===== src/hdl/aac_pkg.sv =====
// Shared types and constants for the accelerometer activity classifier.
package aac_pkg;

  // Activity level codes.
  localparam logic [1:0] LEVEL_INACTIVE = 2'd0;
  localparam logic [1:0] LEVEL_ACTIVE   = 2'd1;
  localparam logic [1:0] LEVEL_HIGH     = 2'd2;

  // Configuration register indexes.
  localparam int unsigned CFG_INDEX_W = 2;
  localparam logic [CFG_INDEX_W-1:0] REG_HIGH_THRESHOLD = 2'd0;
  localparam logic [CFG_INDEX_W-1:0] REG_LOW_THRESHOLD  = 2'd1;

  // Threshold reset values, mean magnitude in counts at 4 mg per count.
  localparam logic [15:0] HIGH_THRESHOLD_RST = 16'd400;
  localparam logic [15:0] LOW_THRESHOLD_RST  = 16'd288;

  // The window sum output saturates at its full 20-bit range.
  localparam int unsigned WSUM_W = 20;
  localparam logic [WSUM_W-1:0] WSUM_MAX = 20'hFFFFF;

  // Status from the magnitude unit.
  typedef struct packed {
    logic        done;
    logic [15:0] magnitude;
  } mag_status_t;

  // Status from the window unit.
  typedef struct packed {
    logic              done;
    logic [1:0]        level;
    logic [WSUM_W-1:0] window_sum;
  } win_status_t;

endpackage


===== src/hdl/accel_activity_classifier.sv =====
// Top level of the accelerometer activity classifier.
//
//   Channel   Handshake                      Payload
//   sample    sample_valid / sample_stall    accel_x, accel_y, accel_z
//   result    result_valid / result_stall    activity_level, magnitude, window_sum
//   config    cfg_write_en                   cfg_index, cfg_data
//
// A sample passes from its transfer through the shared squaring multiplier, the
// bit-per-cycle square root, the ring read, sum update and classification, and is
// then loaded into the output register. The next sample can be taken only once that
// result is loaded, so one sample is in flight at a time.
// sample_stall stays high from the transfer until the result is loaded into the output
// register. A stalled result waits in that register; the next sample is then taken
// while it waits, and its result is loaded once the old one is transferred.
// Reset clears the ring through per-entry valid bits at once, so no clearing pass runs.
module accel_activity_classifier #(
  parameter int unsigned WINDOW = 10
) (
  input  logic                            clk,
  input  logic                            rst,
  input  logic                            sample_valid,
  output logic                            sample_stall,
  input  logic signed [15:0]              accel_x,
  input  logic signed [15:0]              accel_y,
  input  logic signed [15:0]              accel_z,
  output logic                            result_valid,
  input  logic                            result_stall,
  output logic [1:0]                      activity_level,
  output logic [15:0]                     magnitude,
  output logic [aac_pkg::WSUM_W-1:0]      window_sum,
  input  logic                            cfg_write_en,
  input  logic [aac_pkg::CFG_INDEX_W-1:0] cfg_index,
  input  logic [15:0]                     cfg_data
);
  import aac_pkg::*;

  typedef enum logic [3:0] {
    S_IDLE = 4'b0001,
    S_MAG  = 4'b0010,
    S_WIN  = 4'b0100,
    S_HOLD = 4'b1000
  } top_state_t;

  top_state_t  state;
  logic        sample_take;
  logic        win_start;
  logic        out_free;
  logic        out_load;
  logic [15:0] high_threshold;
  logic [15:0] low_threshold;
  mag_status_t mag_status;
  win_status_t win_status;

  assign sample_stall = (state != S_IDLE);
  assign sample_take  = sample_valid && !sample_stall;
  assign win_start    = (state == S_MAG) && mag_status.done;
  assign out_free     = !result_valid || !result_stall;
  assign out_load     = (((state == S_WIN) && win_status.done) || (state == S_HOLD))
                        && out_free;

  // Configuration registers.
  always_ff @(posedge clk) begin
    if (rst) begin
      high_threshold <= HIGH_THRESHOLD_RST;
      low_threshold  <= LOW_THRESHOLD_RST;
    end else if (cfg_write_en) begin
      case (cfg_index)
        REG_HIGH_THRESHOLD: high_threshold <= cfg_data;
        REG_LOW_THRESHOLD:  low_threshold  <= cfg_data;
        default: ;
      endcase
    end
  end

  // Item sequencer.
  always_ff @(posedge clk) begin
    if (rst) begin
      state <= S_IDLE;
    end else begin
      case (state)
        S_IDLE: begin
          if (sample_take) begin
            state <= S_MAG;
          end
        end
        S_MAG: begin
          if (mag_status.done) begin
            state <= S_WIN;
          end
        end
        S_WIN: begin
          if (win_status.done) begin
            state <= out_load ? S_IDLE : S_HOLD;
          end
        end
        S_HOLD: begin
          if (out_load) begin
            state <= S_IDLE;
          end
        end
        default: state <= S_IDLE;
      endcase
    end
  end

  // Output register valid.
  always_ff @(posedge clk) begin
    if (rst) begin
      result_valid <= 1'b0;
    end else if (out_load) begin
      result_valid <= 1'b1;
    end else if (!result_stall) begin
      result_valid <= 1'b0;
    end
  end

  // Output register payload.
  always_ff @(posedge clk) begin
    if (out_load) begin
      activity_level <= win_status.level;
      magnitude      <= mag_status.magnitude;
      window_sum     <= win_status.window_sum;
    end
  end

  aac_magnitude u_magnitude (
    .clk     (clk),
    .rst     (rst),
    .start   (sample_take),
    .accel_x (accel_x),
    .accel_y (accel_y),
    .accel_z (accel_z),
    .status  (mag_status)
  );

  aac_window #(
    .WINDOW (WINDOW)
  ) u_window (
    .clk            (clk),
    .rst            (rst),
    .start          (win_start),
    .magnitude      (mag_status.magnitude),
    .high_threshold (high_threshold),
    .low_threshold  (low_threshold),
    .status         (win_status)
  );

endmodule


===== src/hdl/aac_magnitude.sv =====
// Vector magnitude: shared squaring multiplier and iterative floor square root.
module aac_magnitude (
  input  logic                clk,
  input  logic                rst,
  input  logic                start,
  input  logic signed [15:0]  accel_x,
  input  logic signed [15:0]  accel_y,
  input  logic signed [15:0]  accel_z,
  output aac_pkg::mag_status_t status
);
  import aac_pkg::*;

  typedef enum logic [2:0] {
    M_IDLE   = 3'b001,
    M_SQUARE = 3'b010,
    M_ROOT   = 3'b100
  } mag_state_t;

  mag_state_t  state;
  logic [15:0] abs_x;
  logic [15:0] abs_y;
  logic [15:0] abs_z;
  logic [1:0]  sq_cnt;
  logic [3:0]  rt_cnt;
  logic [15:0] operand;
  logic [31:0] prod;
  logic [31:0] acc;
  logic [31:0] acc_next;
  logic [31:0] rem;
  logic [31:0] root;
  logic [31:0] bit_q;
  logic [32:0] trial;
  logic        done;

  // Magnitude of a two's complement value; the most negative value maps to 32768.
  function automatic logic [15:0] abs16(input logic signed [15:0] v);
    abs16 = v[15] ? 16'(-v) : 16'(v);
  endfunction

  // Operand select for the shared multiplier.
  always_comb begin
    case (sq_cnt)
      2'd0:    operand = abs_x;
      2'd1:    operand = abs_y;
      default: operand = abs_z;
    endcase
  end

  assign acc_next = acc + prod;
  assign trial    = {1'b0, root} + {1'b0, bit_q};

  // Sequencer: three squares into the accumulator, then sixteen root steps.
  always_ff @(posedge clk) begin
    if (rst) begin
      state  <= M_IDLE;
      sq_cnt <= '0;
      rt_cnt <= '0;
      done   <= 1'b0;
    end else begin
      done <= 1'b0;
      case (state)
        M_IDLE: begin
          if (start) begin
            sq_cnt <= '0;
            state  <= M_SQUARE;
          end
        end
        M_SQUARE: begin
          sq_cnt <= sq_cnt + 2'd1;
          if (sq_cnt == 2'd3) begin
            rt_cnt <= '0;
            state  <= M_ROOT;
          end
        end
        M_ROOT: begin
          rt_cnt <= rt_cnt + 4'd1;
          if (rt_cnt == 4'd15) begin
            done  <= 1'b1;
            state <= M_IDLE;
          end
        end
        default: state <= M_IDLE;
      endcase
    end
  end

  // Datapath registers.
  always_ff @(posedge clk) begin
    case (state)
      M_IDLE: begin
        if (start) begin
          abs_x <= abs16(accel_x);
          abs_y <= abs16(accel_y);
          abs_z <= abs16(accel_z);
          acc   <= '0;
        end
      end
      M_SQUARE: begin
        prod <= operand * operand;
        if (sq_cnt != 2'd0) begin
          acc <= acc_next;
        end
        if (sq_cnt == 2'd3) begin
          rem   <= acc_next;
          root  <= '0;
          bit_q <= 32'h4000_0000;
        end
      end
      M_ROOT: begin
        // One digit per cycle of the digit-by-digit square root.
        if ({1'b0, rem} >= trial) begin
          rem  <= rem - trial[31:0];
          root <= (root >> 1) + bit_q;
        end else begin
          root <= root >> 1;
        end
        bit_q <= bit_q >> 2;
      end
      default: ;
    endcase
  end

  assign status.done      = done;
  assign status.magnitude = root[15:0];

endmodule


===== src/hdl/aac_window.sv =====
// Magnitude ring, running sum and threshold classification.
module aac_window #(
  parameter int unsigned WINDOW = 10
) (
  input  logic                clk,
  input  logic                rst,
  input  logic                start,
  input  logic [15:0]         magnitude,
  input  logic [15:0]         high_threshold,
  input  logic [15:0]         low_threshold,
  output aac_pkg::win_status_t status
);
  import aac_pkg::*;

  localparam int unsigned SLOT_W = $clog2(WINDOW);
  localparam int unsigned SUM_W  = 16 + $clog2(WINDOW);
  localparam int unsigned EXT_W  = (SUM_W > WSUM_W) ? SUM_W : WSUM_W;

  typedef enum logic [2:0] {
    W_IDLE     = 3'b001,
    W_UPDATE   = 3'b010,
    W_CLASSIFY = 3'b100
  } win_state_t;

  win_state_t        state;
  logic [15:0]       ring_mem [WINDOW];
  logic [WINDOW-1:0] valid;
  logic [SLOT_W-1:0] slot;
  logic [15:0]       rd_data;
  logic              rd_valid;
  logic [15:0]       mag_q;
  logic [15:0]       old_mag;
  logic [SUM_W-1:0]  running_sum;
  logic [SUM_W-1:0]  hi_lim;
  logic [SUM_W-1:0]  lo_lim;
  logic [EXT_W-1:0]  sum_ext;
  logic              done;
  logic [1:0]        level;
  logic [WSUM_W-1:0] sum_out;

  assign old_mag = rd_valid ? rd_data : 16'd0;
  assign sum_ext = EXT_W'(running_sum);

  // Ring memory: read the outgoing entry, then overwrite it.
  always_ff @(posedge clk) begin
    if (state == W_IDLE && start) begin
      rd_data <= ring_mem[slot];
    end
    if (state == W_UPDATE) begin
      ring_mem[slot] <= mag_q;
    end
  end

  // Control, entry valid bits and running sum.
  always_ff @(posedge clk) begin
    if (rst) begin
      state       <= W_IDLE;
      valid       <= '0;
      slot        <= '0;
      running_sum <= '0;
      done        <= 1'b0;
    end else begin
      done <= 1'b0;
      case (state)
        W_IDLE: begin
          if (start) begin
            state <= W_UPDATE;
          end
        end
        W_UPDATE: begin
          running_sum <= running_sum - SUM_W'(old_mag) + SUM_W'(mag_q);
          valid[slot] <= 1'b1;
          if (slot == SLOT_W'(WINDOW - 1)) begin
            slot <= '0;
          end else begin
            slot <= slot + 1'b1;
          end
          state <= W_CLASSIFY;
        end
        W_CLASSIFY: begin
          done  <= 1'b1;
          state <= W_IDLE;
        end
        default: state <= W_IDLE;
      endcase
    end
  end

  // Payload registers: captured magnitude, limits and the classified result.
  always_ff @(posedge clk) begin
    case (state)
      W_IDLE: begin
        if (start) begin
          rd_valid <= valid[slot];
          mag_q    <= magnitude;
        end
      end
      W_UPDATE: begin
        hi_lim <= SUM_W'(high_threshold) * SUM_W'(WINDOW);
        lo_lim <= SUM_W'(low_threshold) * SUM_W'(WINDOW);
      end
      W_CLASSIFY: begin
        // The high threshold takes precedence over the low one.
        if (running_sum > hi_lim) begin
          level <= LEVEL_HIGH;
        end else if (running_sum > lo_lim) begin
          level <= LEVEL_ACTIVE;
        end else begin
          level <= LEVEL_INACTIVE;
        end
        if (sum_ext > EXT_W'(WSUM_MAX)) begin
          sum_out <= WSUM_MAX;
        end else begin
          sum_out <= sum_ext[WSUM_W-1:0];
        end
      end
      default: ;
    endcase
  end

  assign status.done       = done;
  assign status.level      = level;
  assign status.window_sum = sum_out;

endmodule

===== config.mk =====
export PLATFORM = sky130hd
export DESIGN_NAME = accel_activity_classifier
export DESIGN_NICKNAME = d
export VERILOG_FILES = /design/src/hdl/aac_pkg.sv /design/src/hdl/accel_activity_classifier.sv /design/src/hdl/aac_magnitude.sv /design/src/hdl/aac_window.sv
export SDC_FILE = /design/constraint.sdc
export NUM_CORES = 2
export LEC_CHECK = 0
export ABC_AREA = 1
export BUFFER_PORTS_ARGS = -buffer_cell sky130_fd_sc_hd__clkbuf_2
export CORE_MARGIN = 5
export CORE_UTILIZATION = 64
export DETAILED_ROUTE_END_ITERATION = 8
export PLACE_DENSITY = 0.82
export SYNTH_ARGS = -nofsm -noshare
export SYNTH_HDL_FRONTEND = slang
export SYNTH_SLANG_ARGS = --single-unit

===== constraint.sdc =====
create_clock -name clk -period 8.11 [get_ports clk]
set_input_delay 1.622 -clock clk [delete_from_list [all_inputs] [get_ports clk]]
set_output_delay 1.622 -clock clk [all_outputs]
set_load 0.01 [all_outputs]

== After elaboration in Yosys (flattened, before gate mapping) ==
Memory sizes are Yosys's and may differ from the RTL's. A register that Yosys moved wholly into a read port is not among the register bits.
Cells that the tools add are included.
Storage, ports and cells
  register bits after elaboration: 408
  RAM bits: 160
  input port bits: 71
  output and inout bits: 40
  word-level logic and storage cells: 155
  memories: 1
Cells by class
  add/sub/neg operators: 12
  multiply operators: 3
  magnitude comparators: 6
  equal/unequal tests: 27
  multiplexer cells: 44
  bitwise logic cells: 2
  reductions and logical operators: 27
Memory list
  u_window.ring_mem: words 10, bits a word 16, read ports 1, clocked after memory_dff 1, wr ports 1, line aac_window.sv:26  | logic [15:0] ring_mem [WINDOW];
Operator list (number)
  32-bit one-hot mux with 2 select lines: 4
  32-bit 2-to-1 mux: 7
  16-bit negator: 3
  15-bit 2-to-1 mux: 3
  20-bit > comparator: 2
  16-bit by 3-bit multiplier with 19-bit output (second input constant): 2
  32-bit by 32-bit adder with 33-bit output: 1
  32-bit by 33-bit greater-or-equal comparator with 1-bit output: 1
  31-bit by 32-bit adder with 32-bit output: 1
  32-bit adder: 1
  16-bit by 16-bit multiplier with 32-bit output: 1
  16-bit one-hot mux with 2 select lines: 1
  32-bit subtractor: 1
  4-bit 2-to-1 mux: 7
  20-bit by 16-bit adder with 20-bit output: 1
  20-bit > comparator (second input constant): 1
  20-bit by 16-bit subtractor with 20-bit output: 1
  16-bit 2-to-1 mux: 1
  2-bit by 1-bit != test with 1-bit output (second input constant): 8
  4-bit one-hot mux with 4 select lines: 1
  4-bit equality test (second input constant): 3
  3-bit 2-to-1 mux: 4
  2-bit AND reduction: 6
  10-bit OR: 1
  other kinds (31): 59

== Logic depth before layout (Yosys ltp) ==
  depth in word-level cells: 7
  depth in mapped cells: 33

== By module ==
From an unflattened synthesis, not the netlist that was laid out.
Unflattened totals
  cell total of the unflattened synthesis: 4708
  area total of the unflattened synthesis: 40824.2 sq um
By module, submodules not included
  aac_magnitude: instances 1, cells each 3055, area each 23232.3 sq um, sequential area each 5935.7 sq um
  aac_window: instances 1, cells each 1421, area each 15008.1 sq um, sequential area each 8358.0 sq um
  accel_activity_classifier: instances 1, cells each 232, area each 2583.7 sq um, sequential area each 1881.8 sq um

== Worst setup path after synthesis ==
No wires, ideal clock.
  path kind: register -> register
  start: reg u_magnitude.sq_cnt[0]
  end: reg u_magnitude.prod[25] (data pin)
  library setup time: 259 ps
  arrival time: 6240 ps
  required time: 7851 ps
  setup slack: 1611 ps
  stages on the path, launching flop included: 29
  buffers on the path: 3
  period minus slack after synthesis: 6499 ps
  cells stage by stage: dfxtp_1 > inv_1 > ha_1 > buf_2 > nor2_1 > buf_2 > nand2_1 > nand3_1 > buf_2 > nand2_1 > fa_1 > fa_1 > inv_1 > fa_1 > fa_1 > fa_1 > inv_1 > fa_1 > inv_1 > ha_1 > a21oi_1 > o21ai_0 > a21oi_1 > inv_1 > nand2_1 > nand2_1 > nand2_1 > nand2_1 > xor2_1
On the way
  word-level cells in the longest chain between the ends: 3
  elaborated cells between the ends (all ways): 4
  classes of those cells: mul: 1; eq/ne: 1; mux: 1; reduce/logical: 1
Ends and longest elaborated chain
  start: declaration: line aac_magnitude.sv:23  | logic [1:0] sq_cnt;
  start signal: assignment: line aac_magnitude.sv:69  | sq_cnt <= sq_cnt + 2'd1;
  2-bit by 1-bit equality test with 1-bit output / 2-bit zero test (equally long branches): line aac_magnitude.sv:42  | case (sq_cnt)
  16-bit one-hot mux with 2 select lines *: line aac_magnitude.sv:42
  16-bit by 16-bit multiplier with 32-bit output *: line aac_magnitude.sv:99  | prod <= operand * operand;
  end signal: assignment: line aac_magnitude.sv:99
  end: declaration: line aac_magnitude.sv:26  | logic [31:0] prod;
Every way passes the cells marked *; elsewhere a longest branch is shown, timed or not.
A chain may end at the register's enable or synchronous reset.

== Worst setup path after layout ==
  start: reg u_magnitude.sq_cnt[1]
  end: reg u_magnitude.prod[28] (data pin)
Same word-level chain as after synthesis.

==> flow_metrics.py <==
metrics = {
    "layout": {
        "area_delta_synth_final_pct": 8.30,
        "filler_cell_count": 4528,
        "layout_common_cells": "874 x sky130_fd_sc_hd__nand2_1, 736 x sky130_fd_sc_hd__inv_1, 482 x sky130_fd_sc_hd__edfxtp_1, 393 x sky130_fd_sc_hd__nor2_1, 316 x sky130_fd_sc_hd__ha_1",
        "layout.nets": 5092,
        "drive_gt1_share_pct": 6.35,
        "layout_commonest_cell": "sky130_fd_sc_hd__nand2_1",
    },
    "routing": {
        "drt_pre_antenna_iters": 6,
        "postRouteWirelength_um": 96200,
        "ant_nets": 0,
        "avgViaCountPerCell": 5.76,
        "routedWlPerCell_um": 17.9,
        "via_total_after_detailed_routing": 30900,
        "drc_errors": 0,
        "dr.first_iter.drc_count": 2995,
    },
    "synthesis": {
        "most_used_flip_flop_cell_after_synthesis": "sky130_fd_sc_hd__edfxtp_1",
        "yosys_register_bits": 567,
        "synth_enable_flop_cells": 482,
        "yosysSeqAreaShare_pct": 40.9,
        "postSynth.asyncResetShare_pct": 0,
        "yosysUniqueCellTypes": 58,
        "yosysWarningCount": 0,
        "synthCells": 4421,
        "mean_syn_cell_area_um2": 8.95,
        "synth_area_mm2": 0.0395,
        "syn-num-nets": 4991,
    },
    "sta": {
        "tns_ps": 0,
        "slew_headroom_pct": 15.9,
        "finalSetupViolCount": 0,
        "report.final.hold_viol_count": 0,
        "rsz_0062_raised_after_global_routing": "no",
        "fmax_mhz": 136,
        "final_period_minus_worst_setup_slack_ps": 7360,
        "drv_slew": 0,
        "worst_clock_skew_on_the_final_layout_ps": 23.6,
        "period_share_pct": 90.7,
        "tightestPinTransition_ps": 1260,
    },
    "floorplanning": {
        "fp.coreArea_mm2": 0.0615,
        "placementRows": 91,
        "fp.dieArea_mm2": 0.0669,
        "fp.dieW_um": 259,
        "die_h_um": 259,
        "floorplan.initialDensity_pct": 64.3,
        "design.portCount": 111,
    },
    "clock_network": {
        "clkLatencyLatePin_ps": 630,
        "maximum_clock_path_buffer_count": 3,
        "clock_tree.htree_level_count": 2,
        "post_cts.repair.setup_buffers": 0,
        "cts.repair.resized": 0,
        "cts_tree": "built",
        "clock_sink_count": 567,
        "clk_transition_reported_paths_ps": 60,
        "inserted_clock_buffers": 57,
        "root_buffer": "sky130_fd_sc_hd__clkbuf_16",
        "hold_buffers": 0,
    },
    "placement": {
        "finalWeightedCongestion": 0.954,
        "placement.io_buffers": 110,
        "dp.final_hpwl_um": 72000,
    },
    "global_routing": {
        "grt_pass1_wl_um": 155000,
        "grt_start_max_net_pins": 68,
        "first_global_vias": 30441,
        "antenna_found_initial": 1,
        "gr-usage-all-layers_pct": 28.5,
        "globalRoute.totalOverflow": 0,
    },
    "critical_path": {
        "critPathLaunchType": "register",
        "critical_path.n_buffers_inverters": 6,
        "worst_ep_required_time_ps": 8480,
        "cp_top_family": "adder cells",
        "timing_worst_setup_path_type": "reg2reg",
        "crit_path_frequent_cell": "sky130_fd_sc_hd__fa_1",
        "worst_path_max_delay_cell": "sky130_fd_sc_hd__fa_1",
        "arrival_ps": 7730,
        "critical-path-max-stage-delay_ps": 560,
        "endpoint_kind": "register",
        "timing.critical_path.fanout_max": 17,
    },
    "job": {
        "timing.max_cap.violations": 0,
    },
    "run_status": {
        "run_status": "complete, no violations",
    },
    "min_path": {
        "hold_class": "reg2reg",
    },
}
per-stage QoR:
| step | instance area [um2] | utilization [%] | hold slack (ps) | std cells | worst slack (ps) |
|---|---|---|---|---|---|
| after global placement | 41000 | 66.6 | 402 | 5253 | 970 |
| after global routing | 42800 | 69.7 | 434 | 5361 | 157 |
| after CTS | 42800 | 69.7 | 417 | 5360 | 740 |
| final | 42800 | 69.7 | 417 | 5361 | 754 |
| after floorplan | 39500 | - | 400 | 4421 | 1610 |
| after detailed placement | 41000 | 66.6 | 405 | 5253 | 799 |
final cells by class:
type | instances | area, um2 | share of cell area [%]
diodes | 1 | 2.50 | 0.00584
clock inverters | 39 | 367 | 0.856
multi-input cells | 2999 | 20100 | 47.0
well taps | 790 | 988 | 2.31
repair buffers | 154 | 881 | 2.06
clock buffers | 68 | 1490 | 3.47
inverters | 743 | 2790 | 6.51
flip-flops and latches | 567 | 16200 | 37.8
cell usage after synthesis, drive strengths merged (37+ instances only):
| library cell | number | area (um2) |
|---|---|---|
| nand2 | 885 | 3370 |
| nand3 | 192 | 993 |
| a21oi | 251 | 1270 |
| a22oi | 66 | 495 |
| dfxtp | 85 | 1700 |
| edfxtp | 482 | 14500 |
| fa | 183 | 3660 |
| inv | 738 | 2770 |
| nand4 | 45 | 288 |
| ha | 316 | 3950 |
| clkbuf | 79 | 297 |
| nor3 | 37 | 190 |
| o21ai | 237 | 1190 |
| nor2 | 405 | 1570 |
| xor2 | 129 | 1130 |
| xnor2 | 66 | 578 |
worst paths after layout:
check,slack [ps],depth (start not counted),end,startpoint
hold / removal,420,0,window_sum[17],u_window.sum_out[17]
setup reg to reg,750,25,u_magnitude.prod[28],u_magnitude.sq_cnt[1]
setup / recovery,750,25,u_magnitude.prod[28],u_magnitude.sq_cnt[1]
hold reg to reg,420,0,window_sum[17],u_window.sum_out[17]
logic make-up (layout without fill, tap and decap cells):
logic type | Yosys count | in the layout | synth area share [%]
simple gates | 1604 | 1604 | 16.9
fa+ha+maj | 499 | 499 | 19.3
compound gates | 700 | 700 | 10.3
buf+inv | 855 | 1004 | 8.32
xor+xnor | 195 | 195 | 4.32
other cells | 0 | 1 | 0
flops | 567 | 567 | 40.9
mux | 1 | 1 | 0.0285
sequential cells by signal (all words and copies together), names as in the netlist, 10 cells and up:
register              flops
u_window.ring_mem       160
u_magnitude.acc          32
u_magnitude.rem          32
u_magnitude.root         32
u_magnitude.prod         31
u_window.running_sum     20
u_window.sum_out         20
window_sum               20
u_window.hi_lim          19
u_window.lo_lim          19
high_threshold           16
low_threshold            16
magnitude                16
u_magnitude.abs_x        16
u_magnitude.abs_y        16
u_magnitude.abs_z        16
u_magnitude.bit_q        16
u_window.mag_q           16
u_window.rd_data         16
u_window.valid           10
routing by layer:
metal / vias up / part of all wire (%) / track usage [%] / wire [um]
met4: 0 / 3.7 / 9.50 / 3510
met3: 212 / 7.3 / 3.71 / 7030
met1: 14593 / 40 / 37.9 / 38400
met5: - / 0 / 0 / 0
li1: 14813 / - / - / -
met2: 1282 / 49 / 48.9 / 47200
worst register-to-register path: stages (launching register included):
cell	delay (ps)
sky130_fd_sc_hd__dfxtp_1	330
sky130_fd_sc_hd__inv_1	80
sky130_fd_sc_hd__ha_1	530
sky130_fd_sc_hd__nor2_1	220
sky130_fd_sc_hd__buf_4	230
sky130_fd_sc_hd__a21oi_1	210
sky130_fd_sc_hd__clkinv_1	480
sky130_fd_sc_hd__nand2_1	320
sky130_fd_sc_hd__inv_1	90
sky130_fd_sc_hd__fa_1	490
sky130_fd_sc_hd__fa_1	540
sky130_fd_sc_hd__fa_1	470
sky130_fd_sc_hd__fa_1	500
sky130_fd_sc_hd__fa_1	560
sky130_fd_sc_hd__inv_1	60
sky130_fd_sc_hd__fa_1	530
sky130_fd_sc_hd__inv_1	40
sky130_fd_sc_hd__ha_1	370
sky130_fd_sc_hd__a21oi_1	210
sky130_fd_sc_hd__o21ai_0	120
sky130_fd_sc_hd__a21oi_1	220
sky130_fd_sc_hd__nor2_1	70
sky130_fd_sc_hd__a211oi_1	240
sky130_fd_sc_hd__nand2_1	90
sky130_fd_sc_hd__nand2_1	60
sky130_fd_sc_hd__nand2_1	40
Power is not shown: default switching activity piles up to over one toggle a cycle in this logic, so the estimate is an artifact.
